<file path="src/sv/rle_lit_pkg.sv">
// Shared types, constants and helpers of the run-length encoder with literal groups.
package rle_lit_pkg;

	localparam int BYTE_W        = 8;
	localparam int CNT_W         = 4;
	localparam int RLE_MAX_GROUP = 9;

	localparam logic [BYTE_W-1:0] CODE_ZERO = 8'h30;
	localparam logic [BYTE_W-1:0] CODE_ONE  = 8'h31;
	localparam logic [BYTE_W-1:0] CODE_DASH = 8'h2D;

	typedef enum logic [0:0] {
		ST_IDLE,
		ST_EMIT
	} state_t;

	typedef enum logic [1:0] {
		JOB_NONE,
		JOB_RUN,
		JOB_LIT
	} job_kind_t;

	// One pending group of output bytes
	typedef struct packed {
		job_kind_t           kind;
		logic [CNT_W-1:0]    cnt;
		logic [BYTE_W-1:0]   data;
	} job_t;

	// Controller to datapath
	typedef struct packed {
		logic             load;
		logic             emit;
		logic             sel;
		logic [CNT_W-1:0] idx;
		logic             last;
	} rle_cmd_t;

	// Datapath to controller
	typedef struct packed {
		logic             has_job0;
		logic             has_job1;
		logic [CNT_W-1:0] len0;
		logic [CNT_W-1:0] len1;
		logic             out_free;
	} rle_sts_t;

	// Number of bytes a group produces
	function automatic logic [CNT_W-1:0] job_len(input job_t job);
		logic [CNT_W-1:0] len;
		len = '0;
		case (job.kind)
			JOB_RUN: len = CNT_W'(2);
			JOB_LIT: len = (job.cnt == CNT_W'(1)) ? CNT_W'(2) : job.cnt + CNT_W'(2);
			default: len = '0;
		endcase
		return len;
	endfunction

endpackage

</file>
<file path="src/sv/rle_lit_ctrl.sv">
// Controller: accepts items and walks the pending groups byte by byte.
module rle_lit_ctrl
	import rle_lit_pkg::*;
(
	input  logic     clk,
	input  logic     arst_n,
	input  logic     in_valid,
	output logic     in_ready,
	input  rle_sts_t sts,
	output rle_cmd_t cmd
);

	state_t           state_q, state_d;
	logic             sel_q, sel_d;
	logic [CNT_W-1:0] idx_q, idx_d;
	logic [CNT_W-1:0] cur_len;
	logic             job_end;

	always_ff @(posedge clk or negedge arst_n) begin
		if (!arst_n) begin
			state_q <= ST_IDLE;
			sel_q   <= 1'b0;
			idx_q   <= '0;
		end else begin
			state_q <= state_d;
			sel_q   <= sel_d;
			idx_q   <= idx_d;
		end
	end

	assign cur_len = sel_q ? sts.len1 : sts.len0;
	assign job_end = (idx_q == cur_len - CNT_W'(1));

	always_comb begin
		state_d  = state_q;
		sel_d    = sel_q;
		idx_d    = idx_q;
		in_ready = 1'b0;
		cmd      = '0;
		cmd.sel  = sel_q;
		cmd.idx  = idx_q;
		case (state_q)
			ST_IDLE: begin
				in_ready = 1'b1;
				if (in_valid) begin
					cmd.load = 1'b1;
					state_d  = ST_EMIT;
					sel_d    = 1'b0;
					idx_d    = '0;
				end
			end
			ST_EMIT: begin
				if (!sts.has_job0) begin
					state_d = ST_IDLE;
				end else if (sts.out_free) begin
					cmd.emit = 1'b1;
					if (job_end) begin
						cmd.last = sel_q || !sts.has_job1;
						if (!sel_q && sts.has_job1) begin
							sel_d = 1'b1;
							idx_d = '0;
						end else begin
							state_d = ST_IDLE;
						end
					end else begin
						idx_d = idx_q + CNT_W'(1);
					end
				end
			end
			default: begin
				state_d = ST_IDLE;
			end
		endcase
	end

endmodule

</file>
<file path="src/sv/rle_lit_dp.sv">
// Datapath: run and literal state, literal store, pending groups and output register.
module rle_lit_dp
	import rle_lit_pkg::*;
#(
	parameter int MAX_GROUP = RLE_MAX_GROUP
) (
	input  logic              clk,
	input  logic              arst_n,
	input  logic [BYTE_W-1:0] data_byte,
	input  logic              end_of_stream,
	input  rle_cmd_t          cmd,
	output rle_sts_t          sts,
	input  logic              out_ready,
	output logic              out_valid,
	output logic [BYTE_W-1:0] code_byte,
	output logic              last_of_run
);

	localparam int IDX_W = (MAX_GROUP > 1) ? $clog2(MAX_GROUP) : 1;
	localparam logic [CNT_W-1:0] MAX_CNT = CNT_W'(MAX_GROUP);

	logic [BYTE_W-1:0] prev_q;
	logic [CNT_W-1:0]  run_q, lc_q;
	logic [BYTE_W-1:0] store_q [MAX_GROUP];
	job_t              job0_q, job1_q;
	logic              out_valid_q;
	logic [BYTE_W-1:0] code_q;
	logic              last_q;

	logic [CNT_W-1:0]  run_d, lc_d, lc_inc;
	logic              wr_en;
	logic [IDX_W-1:0]  wr_addr;
	job_t              main_job, flush_job;
	job_t              cur_job;
	logic [CNT_W-1:0]  idx_m2;
	logic [BYTE_W-1:0] byte_sel;

	// Next state of the encoder for the offered byte
	always_comb begin
		run_d     = run_q;
		lc_d      = lc_q;
		wr_en     = 1'b0;
		wr_addr   = '0;
		main_job  = '{kind: JOB_NONE, cnt: '0, data: '0};
		flush_job = '{kind: JOB_NONE, cnt: '0, data: '0};
		lc_inc    = lc_q + CNT_W'(1);
		if (run_q != '0) begin
			if (data_byte == prev_q) begin
				if (run_q >= MAX_CNT) begin
					main_job = '{kind: JOB_RUN, cnt: run_q, data: prev_q};
					run_d    = CNT_W'(1);
				end else begin
					run_d = run_q + CNT_W'(1);
				end
			end else begin
				main_job = '{kind: JOB_RUN, cnt: run_q, data: prev_q};
				run_d    = '0;
				wr_en    = 1'b1;
				lc_d     = CNT_W'(1);
			end
		end else if (lc_q != '0) begin
			if (data_byte == prev_q) begin
				if (lc_q >= CNT_W'(2))
					main_job = '{kind: JOB_LIT, cnt: lc_q - CNT_W'(1), data: '0};
				lc_d  = '0;
				run_d = CNT_W'(2);
			end else begin
				if (lc_q < MAX_CNT) begin
					wr_en   = 1'b1;
					wr_addr = lc_q[IDX_W-1:0];
				end
				lc_d = lc_inc;
				if (lc_inc >= MAX_CNT) begin
					main_job = '{kind: JOB_LIT, cnt: MAX_CNT, data: '0};
					lc_d     = '0;
				end
			end
		end else begin
			wr_en = 1'b1;
			lc_d  = CNT_W'(1);
		end
		if (end_of_stream) begin
			if (run_d != '0)
				flush_job = '{kind: JOB_RUN, cnt: run_d, data: data_byte};
			else if (lc_d != '0)
				flush_job = '{kind: JOB_LIT, cnt: lc_d, data: '0};
			run_d = '0;
			lc_d  = '0;
		end
	end

	always_ff @(posedge clk or negedge arst_n) begin
		if (!arst_n) begin
			prev_q      <= '0;
			run_q       <= '0;
			lc_q        <= '0;
			job0_q      <= '{kind: JOB_NONE, cnt: '0, data: '0};
			job1_q      <= '{kind: JOB_NONE, cnt: '0, data: '0};
			out_valid_q <= 1'b0;
		end else begin
			if (cmd.load) begin
				prev_q <= data_byte;
				run_q  <= run_d;
				lc_q   <= lc_d;
				// Keep the first pending group in slot zero
				if (main_job.kind != JOB_NONE) begin
					job0_q <= main_job;
					job1_q <= flush_job;
				end else begin
					job0_q <= flush_job;
					job1_q <= '{kind: JOB_NONE, cnt: '0, data: '0};
				end
			end
			if (cmd.emit)
				out_valid_q <= 1'b1;
			else if (out_ready)
				out_valid_q <= 1'b0;
		end
	end

	always_ff @(posedge clk) begin
		if (cmd.load && wr_en)
			store_q[wr_addr] <= data_byte;
	end

	// Byte of the current group at the current position
	assign cur_job = cmd.sel ? job1_q : job0_q;
	assign idx_m2  = cmd.idx - CNT_W'(2);

	always_comb begin
		byte_sel = '0;
		case (cur_job.kind)
			JOB_RUN: begin
				byte_sel = (cmd.idx == '0) ? CODE_ZERO + BYTE_W'(cur_job.cnt) : cur_job.data;
			end
			JOB_LIT: begin
				if (cur_job.cnt == CNT_W'(1))
					byte_sel = (cmd.idx == '0) ? CODE_ONE : store_q[0];
				else if (cmd.idx == '0)
					byte_sel = CODE_DASH;
				else if (cmd.idx == CNT_W'(1))
					byte_sel = CODE_ZERO + BYTE_W'(cur_job.cnt);
				else
					byte_sel = store_q[idx_m2[IDX_W-1:0]];
			end
			default: byte_sel = '0;
		endcase
	end

	always_ff @(posedge clk) begin
		if (cmd.emit) begin
			code_q <= byte_sel;
			last_q <= cmd.last;
		end
	end

	assign sts.has_job0 = (job0_q.kind != JOB_NONE);
	assign sts.has_job1 = (job1_q.kind != JOB_NONE);
	assign sts.len0     = job_len(job0_q);
	assign sts.len1     = job_len(job1_q);
	assign sts.out_free = !out_valid_q || out_ready;

	assign out_valid   = out_valid_q;
	assign code_byte   = code_q;
	assign last_of_run = last_q;

endmodule

</file>
<file path="src/sv/rle_encoder_literal_runs.sv">
// Top level of the run-length encoder with literal groups.
//
// Input channel: one raw byte per item (data_byte) with end_of_stream on the
// final byte of a stream, handshaked by in_valid / in_ready.
// Output channel: one encoded byte per item (code_byte); last_of_run is set on
// the final byte caused by an input item. Handshake is out_valid / out_ready.
// Runs are coded as an ASCII digit and the byte, literal groups as '-', a
// digit and the bytes, a lone literal as '1' and the byte; end_of_stream
// flushes whatever is pending and starts the next stream afresh.
// The first byte of an item is registered in the pending group slots and then
// in the output register before it shows. The block takes no new item until it
// is through with the last one: an item produces n bytes (0 to 11), and the
// controller hands out one byte per cycle, while the receiver does not stall,
// through a single output register.
// Reset clears all run and literal state; the literal store is not cleared
// and needs no clearing pass. When the receiver stalls, the output register
// holds its byte and the controller waits; the input stays blocked until the
// last byte of the current item has been loaded into the output register.
module rle_encoder_literal_runs
	import rle_lit_pkg::*;
#(
	parameter int MAX_GROUP = RLE_MAX_GROUP
) (
	input  logic              clk,
	input  logic              arst_n,
	input  logic              in_valid,
	output logic              in_ready,
	input  logic [BYTE_W-1:0] data_byte,
	input  logic              end_of_stream,
	output logic              out_valid,
	input  logic              out_ready,
	output logic [BYTE_W-1:0] code_byte,
	output logic              last_of_run
);

	rle_cmd_t cmd;
	rle_sts_t sts;

	// Sequencer: takes an item, then steps through the pending groups
	rle_lit_ctrl u_ctrl (
		.clk      (clk),
		.arst_n   (arst_n),
		.in_valid (in_valid),
		.in_ready (in_ready),
		.sts      (sts),
		.cmd      (cmd)
	);

	// Encoder state, literal store and output register
	rle_lit_dp #(
		.MAX_GROUP (MAX_GROUP)
	) u_dp (
		.clk           (clk),
		.arst_n        (arst_n),
		.data_byte     (data_byte),
		.end_of_stream (end_of_stream),
		.cmd           (cmd),
		.sts           (sts),
		.out_ready     (out_ready),
		.out_valid     (out_valid),
		.code_byte     (code_byte),
		.last_of_run   (last_of_run)
	);

`ifndef ASSERT_OFF
	// After an item is taken, the input is closed in the next cycle for group processing
	a_no_back_to_back: assert property (@(posedge clk) disable iff (!arst_n)
		in_valid && in_ready |=> !in_ready)
		else $error("second item taken right after an accepted item");

	// Bytes are only produced while a group is pending
	a_emit_has_job: assert property (@(posedge clk) disable iff (!arst_n)
		cmd.emit |-> sts.has_job0)
		else $error("byte emitted with no pending group");

	// The second group slot is only walked when it is filled
	a_second_job: assert property (@(posedge clk) disable iff (!arst_n)
		cmd.emit && cmd.sel |-> sts.has_job1)
		else $error("byte emitted from an empty second group");

	// No new item while bytes are being emitted
	a_emit_blocks_input: assert property (@(posedge clk) disable iff (!arst_n)
		cmd.emit |-> !in_ready)
		else $error("input open while emitting");
`endif

endmodule

</file>
<file path="config.mk">
export PLATFORM = sky130hd
export DESIGN_NAME = rle_encoder_literal_runs
export DESIGN_NICKNAME = d
export VERILOG_FILES = /design/src/sv/rle_lit_pkg.sv /design/src/sv/rle_lit_ctrl.sv /design/src/sv/rle_lit_dp.sv /design/src/sv/rle_encoder_literal_runs.sv
export SDC_FILE = /design/constraint.sdc
export NUM_CORES = 1
export LEC_CHECK = 0
export ABC_AREA = 1
export BUFFER_PORTS_ARGS = -buffer_cell sky130_fd_sc_hd__buf_2
export CAP_MARGIN = 20
export CORE_ASPECT_RATIO = 1.75
export CORE_MARGIN = 10
export CORE_UTILIZATION = 40
export DETAILED_ROUTE_END_ITERATION = 12
export GPL_ROUTABILITY_DRIVEN = 0
export PLACE_DENSITY = 0.58
export SYNTH_ARGS = -nofsm -noshare
export SYNTH_HDL_FRONTEND = slang
export SYNTH_SLANG_ARGS = --single-unit
</file>
<file path="constraint.sdc">
create_clock -name clk -period 5.9 [get_ports clk]
set_clock_uncertainty 0.05 [all_clocks]
set_input_delay 0.885 -clock clk [delete_from_list [all_inputs] [get_ports clk]]
set_output_delay 0.885 -clock clk [all_outputs]
set_load 0.01 [all_outputs]
</file>
=== After elaboration in Yosys (flattened, before gate mapping) ===
Memories as Yosys holds them, arrays and structs flattened.
Cells that the tools add are included.

* Input bits: 13
* Bits in writable memories: 72
* Word-level logic and storage cells: 139
* Output and inout bits: 11
* Memories kept: 1
* Register bits: 60

* Eq/ne operators: 18
* $lt $le $gt $ge: 4
* Multiplexer cells: 72
* Add/subtract/negate cells: 9
* Bitwise logic cells: 1
* Reductions and logical operators: 19

{| class="wikitable"
|+ Memories
! name !! depth !! bits a word !! rd ports !! clocked after memory_dff !! write ports !! RTL line !! RTL
|-
| u_dp.store_q || 9 || 8 || 2 || 0 || 1 || rle_lit_dp.sv:24 || <nowiki>logic [BYTE_W-1:0] store_q [MAX_GROUP];</nowiki>
|}

{| class="wikitable"
|+ Operators with widths
! operator !! count
|-
| two-way mux 14 bit || 11
|-
| two-way mux 4 bit || 24
|-
| two-way mux 8 bit || 5
|-
| two-way mux 13 bit || 2
|-
| two-way mux 1 bit || 24
|-
| one-hot mux 4 bit (2 select lines) || 3
|-
| == test 4 x 1 -> 1 bit, second input constant || 4
|-
| one-hot mux 8 bit (2 select lines) || 1
|-
| nonzero test 4 bit || 4
|-
| adder 4 x 1 -> 4 bit, second input constant || 3
|-
| adder 4 x 2 -> 4 bit, second input constant || 2
|-
| == test 8 bit || 1
|-
| greater-or-equal comparator 4 bit, second input constant || 2
|-
| != test 2 bit, second input constant || 4
|-
| AND reduction 4 bit || 2
|-
| nonzero test 2 bit || 4
|-
| subtractor 4 x 1 -> 4 bit, second input constant || 2
|-
| adder 6 x 4 -> 7 bit, first input constant || 1
|-
| == test 2 x 1 -> 1 bit, second input constant || 3
|-
| == test 2 bit, second input constant || 3
|-
| AND reduction 5 bit || 1
|-
| == test 4 bit || 1
|-
| greater-or-equal comparator 4 x 2 -> 1 bit, second input constant || 1
|-
| logical NOT 4 bit || 1
|-
| other kinds (9) || 14
|}

=== Longest topological paths before layout ===
* Word-level depth: 11
* Gate-level depth with buffers: 16
* Depth with buffers taken out: 16

=== By module ===
Synthesis repeated with hierarchy kept, for this count alone.

* Cell total of the unflattened synthesis: 819
* Area total of the unflattened synthesis: 7224.4 µm²

{| class="wikitable"
|+ Modules (own cells, without submodules)
! module !! cells an instance !! instances !! seq. area each (µm²) !! area each (µm²)
|-
| rle_lit_dp || 717 || 1 || 3558.4 || 6547.5
|-
| rle_lit_ctrl || 102 || 1 || 150.1 || 676.9
|}

=== Worst setup path after synthesis ===
Ideal clock, no wire load.

* Path type: in2reg
* Start: in data_byte[1]
* End: mem u_dp.store_q[3][0], enable pin
* Path buffers: 0
* Arrival time: 2375 ps
* Setup time: 383 ps
* Slack: 3092 ps
* Stages: 11
* Required time: 5467 ps
* Path through: inv_1 -> nand2_1 -> nand2_1 -> nand2_1 -> nor2_4 -> nand2_8 -> clkinv_8 -> nor3_1 -> nor2_1 -> nand2_1 -> nor3_1

* Cells in the longest elaborated chain, start to end: 7
* Elaborated cells between the ends (all ways): 11
* Classes of those cells: eq/ne (1); mux (9); reduce/logical (1)

{| class="wikitable"
|+ RTL lines
! what !! RTL line !! RTL
|-
| start, declared || rle_encoder_literal_runs.sv:28 || <nowiki>input logic [BYTE_W-1:0] data_byte,</nowiki>
|-
| == test 8 bit * || rle_lit_dp.sv:48, rle_lit_dp.sv:62 ||
|-
| two-way mux 1 bit || rle_lit_dp.sv:62 || <nowiki>if (data_byte == prev_q) begin</nowiki>
|-
| two-way mux 1 bit || rle_lit_dp.sv:61 || <nowiki>end else if (lc_q != '0) begin</nowiki>
|-
| two-way mux 1 bit || rle_lit_dp.sv:47 || <nowiki>if (run_q != '0) begin</nowiki>
|-
| logical AND 1 bit || rle_lit_dp.sv:122 || <nowiki>if (cmd.load && wr_en)</nowiki>
|-
| two-way mux 1 bit || rle_lit_dp.sv:122 ||
|-
| two-way mux 1 bit (not written as such) || rle_lit_dp.sv:123 || <nowiki>store_q[wr_addr] <= data_byte;</nowiki>
|-
| end, declared || rle_lit_dp.sv:24 ||
|}

Every way passes the cells marked *; elsewhere a longest branch is shown, timed or not.

=== Worst setup path after layout ===
* Start: reg u_ctrl.idx_q[1]
* End: reg u_dp.code_q[0] (netlist: u_dp.code_byte[0]) (data pin)

* Cells in the longest elaborated chain, start to end: 6
* Elaborated cells between the ends (all ways): 10
* Classes of those cells: add/sub (1); eq/ne (1); mux (6); reduce/logical (1); memory (1)

{| class="wikitable"
|+ RTL lines
! what !! RTL line !! RTL
|-
| start, declared || rle_lit_ctrl.sv:15 || <nowiki>logic [CNT_W-1:0] idx_q, idx_d;</nowiki>
|-
| start signal, assigned || rle_lit_ctrl.sv:27 || <nowiki>idx_q <= idx_d;</nowiki>
|-
| subtractor 4 x 2 -> 4 bit || rle_lit_dp.sv:128 || <nowiki>assign idx_m2 = cmd.idx - CNT_W'(2);</nowiki>
|-
| memory (9 x 8 bit) || -- ||
|-
| two-way mux 8 bit || rle_lit_dp.sv:141 || <nowiki>else if (cmd.idx == CNT_W'(1))</nowiki>
|-
| two-way mux 8 bit || rle_lit_dp.sv:139 || <nowiki>else if (cmd.idx == '0)</nowiki>
|-
| two-way mux 8 bit || rle_lit_dp.sv:137 || <nowiki>if (cur_job.cnt == CNT_W'(1))</nowiki>
|-
| one-hot mux 8 bit (2 select lines) * || rle_lit_dp.sv:132 || <nowiki>case (cur_job.kind)</nowiki>
|-
| net u_dp.byte_sel[0] || rle_lit_dp.sv:36 || <nowiki>logic [BYTE_W-1:0] byte_sel;</nowiki>
|-
| end signal, assigned || rle_lit_dp.sv:152 || <nowiki>code_q <= byte_sel;</nowiki>
|-
| end, declared || rle_lit_dp.sv:27 || <nowiki>logic [BYTE_W-1:0] code_q;</nowiki>
|}

Mark *: on every way through the listed nets, which the timed path passes. The rest lies on a longest branch.
A chain may end at the register's enable or synchronous reset.

==> results.py <==
metrics = {
    "power_and_ir_drop": {
        "power_leakage_nw": 3.434,
        "p_per_area_nw_per_um2": 478.7,
        "peakVddDrop_mv": 0.2088,
        "power_mw": 3.845,
    },
    "logic_synthesis": {
        "synth-compound-area-share": 0.1243,
        "netlist_area_um2": 7107,
        "synthSimpleGateAreaFrac": 0.2333,
        "yosysUniqueCellTypes": 45,
        "synth_warnings": 0,
        "synthesis.instances": 796,
        "ys_ff_latch": 132,
        "synthMuxAreaShare": 0,
        "ys_seq_area_frac": 0.5218,
        "synth_top_family_by_area": "simple AND/OR/NAND/NOR gates",
        "syn_nets": 831,
        "synth_xor_area_frac": 0.01725,
        "synth.avg_cell_area_um2": 8.928,
        "synthAdderAreaFrac": 0.03873,
    },
    "worst_setup_path": {
        "worst_r2r_path_depth": 9,
        "cp_data_arrival_time_ns": 3.43,
        "worstSetupStartpointType": "flip-flop",
        "worstSetupPathType": "reg -> reg",
        "critPathMaxFanout": 24,
        "critPathCaptureType": "flip-flop",
        "cp.required_ns": 6.02,
    },
    "grt": {
        "grt-ovfl-total": 0,
        "grt_max_degree": 52,
        "grt_pass1_vias": 5834,
        "antenna_found_initial": 0,
        "grt_pass1_wl_um": 30550,
        "grt_usage": 0.1642,
    },
    "detailed_routing": {
        "wl_per_cell_um": 17.66,
        "viasPerCell": 5.295,
        "drt_iter0_drc": 271,
        "ant_nets": 0,
        "vias": 5623,
        "drc": 0,
        "wirelength_um": 18760,
        "dr.pass1.iters": 4,
    },
    "finish": {
        "nNetsFinal": 853,
        "nFillCells": 1780,
        "area_growth_pct": 13.01,
        "utilization": 0.4601,
        "antenna_cells": 0,
        "drive_above_1_share": 0.1312,
    },
    "status": {
        "status": "finished, final reports clean",
    },
    "timing": {
        "slew_viol_final": 0,
        "whs_ns": 0.4304,
        "relSlewSlack": 0.3053,
        "fmax_mhz": 302.1,
        "layout_min_cycle_time_ns": 3.310,
        "tightestPinTransition_ns": 1.038,
        "tns_ns": 0,
        "setup_violations": 0,
        "rsz0062_at_grt": "false",
        "period_share": 0.5611,
        "hold_viol": 0,
    },
    "cts": {
        "cts_root_buf": "clkbuf_16",
        "post_cts_resized": 0,
        "clk_pin_slew_ns": 0.06,
        "clock_latency_ns": 0.43,
        "postCtsSetupRepairBufs": 0,
        "clock_path_buffers": 2,
        "numCtsBuffers": 17,
        "cts_tree": "yes",
        "cts.sinks": 132,
        "h-tree-depth": 4,
        "ctsHoldBuffers": 0,
    },
    "floorplanning": {
        "rows": 64,
        "io_pins": 24,
        "die_area_um2": 23710,
        "core_area_um2": 17460,
        "initial_utilization": 0.4071,
        "fp.dieW_um": 120.8,
        "die_h_um": 196.3,
    },
    "run": {
        "drv_cap": 0,
    },
    "placement": {
        "portBuffers": 23,
        "hpwlAfterDp_um": 13480,
    },
    "hold_path": {
        "hold_path_class": "reg -> reg",
        "hold_path_depth": 2,
    },
}
[kinds of logic after synthesis]
kind of cell	after synthesis
AOI/OAI and AO/OA	152
DFF	132
buffers and inverters	114
xor gates and xnor gates	14
and+or+nand+nor	362
adders and majority gates	22
[state kept, by name, indices dropped and copies added (netlist names)]
| register | cells |
|---|---|
| u_dp.out_valid | 1 |
| u_ctrl.state_q | 1 |
| u_ctrl.idx_q | 4 |
| u_dp.job1_q | 14 |
| u_dp.code_byte | 8 |
| u_dp.prev_q | 8 |
| u_dp.last_of_run | 1 |
| u_dp.lc_q | 4 |
| u_dp.store_q | 72 |
| u_dp.run_q | 4 |
| u_dp.job0_q | 14 |
| u_ctrl.sel_q | 1 |
[layer usage]
metal  GRT usage  vias up  part of all wire
li1            -     2745                 -
met1      0.1738     2748              0.39
met2      0.3070       91              0.55
met3     0.02433       39             0.028
met4     0.07899        0             0.035
met5           0        -                 0
[report_power, final]
part           total (mW)  switching, mW  internal, mW  leakage, nW
registers            1.26          0.107          1.15         1.42
logic                1.53           1.06         0.468         1.73
clock network        1.05          0.454         0.600        0.287
[stage by stage]
stage	setup WS [ns]	area, µm²	std cells
2_1_floorplan	3.092	7107	796
3_3_place_gp	2.292	7433	1028
3_5_place_dp	2.295	7433	1028
4_1_cts	2.450	8019	1060
5_1_grt	2.230	8031	1062
6_report	2.590	8031	1062
[worst max-delay path, stage by stage, from the launching register on]
cell,delay (ns)
dfrtp_1,0.75
inv_1,0.55
ha_1,0.38
xor2_1,0.51
inv_1,0.26
nand3_1,0.14
nand3_1,0.07
a21oi_1,0.16
o21a_1,0.13
nor2_1,0.04
[Yosys cell counts, drive strengths merged]
cell type  number  area share
o21a            5      0.0053
clkinv          3      0.0033
a22oi           1      0.0018
o22ai          20       0.018
o211ai         10       0.011
clkbuf         21       0.011
buf             6      0.0049
nand3          57       0.043
a21oi          31       0.022
xnor2           5      0.0062
o21ai          81       0.062
dfrtp          51        0.18
ha             22       0.039
xor2            9       0.011
or2             4      0.0035
nor3           15       0.012
inv            84       0.045
a211oi          1      0.0011
a31oi           2      0.0026
o221ai          1      0.0012
nand3b          3      0.0032
nand2         180        0.10
edfxtp         81        0.34
nor2           88       0.054
nand4          14       0.012
nor4            1     0.00088
[cells in the final DEF, fill, tap and decap left out, types with 3 or more instances in the layout]
cell type,n
a21oi_1,30
buf_2,24
buf_4,6
clkbuf_16,17
dfrtp_1,51
edfxtp_1,81
ha_1,22
inv_1,74
inv_2,9
inv_6,10
nand2_1,169
nand2_2,5
nand2_4,5
nand3_1,54
nand3b_1,3
nand4_1,14
nor2_1,83
nor3_1,14
o211ai_1,10
o21a_1,5
o21ai_0,70
o21ai_2,9
o22ai_1,20
or2_2,4
xnor2_1,5
xor2_1,9
[final timing paths]
check	slack (ns)	endpoint	start
max in group asynchronous	4.81	u_dp.job0_q[7]	arst_n
min in group asynchronous	0.54	u_dp.job1_q[13]	arst_n
worst min-delay path	0.43	u_dp.job1_q[6]	u_dp.job1_q[6]
worst max-delay path	2.59	u_dp.code_byte[0]	u_ctrl.idx_q[1]
worst min register to register	0.43	u_dp.job1_q[6]	u_dp.job1_q[6]
worst max register to register	2.59	u_dp.code_byte[0]	u_ctrl.idx_q[1]
[cell type report]
type | count | area (µm²) | share of cell area
Tap cell | 231 | 289.0 | 0.03599
Timing Repair Buffer | 30 | 165.2 | 0.02056
Multi-Input combinational cell | 550 | 2939 | 0.3659
Clock buffer | 17 | 425.4 | 0.05297
Clock inverter | 15 | 160.2 | 0.01994
Sequential cell | 132 | 3709 | 0.4618
Inverter | 87 | 344.1 | 0.04284
No activity file was read; power rests on OpenSTA's default activity.
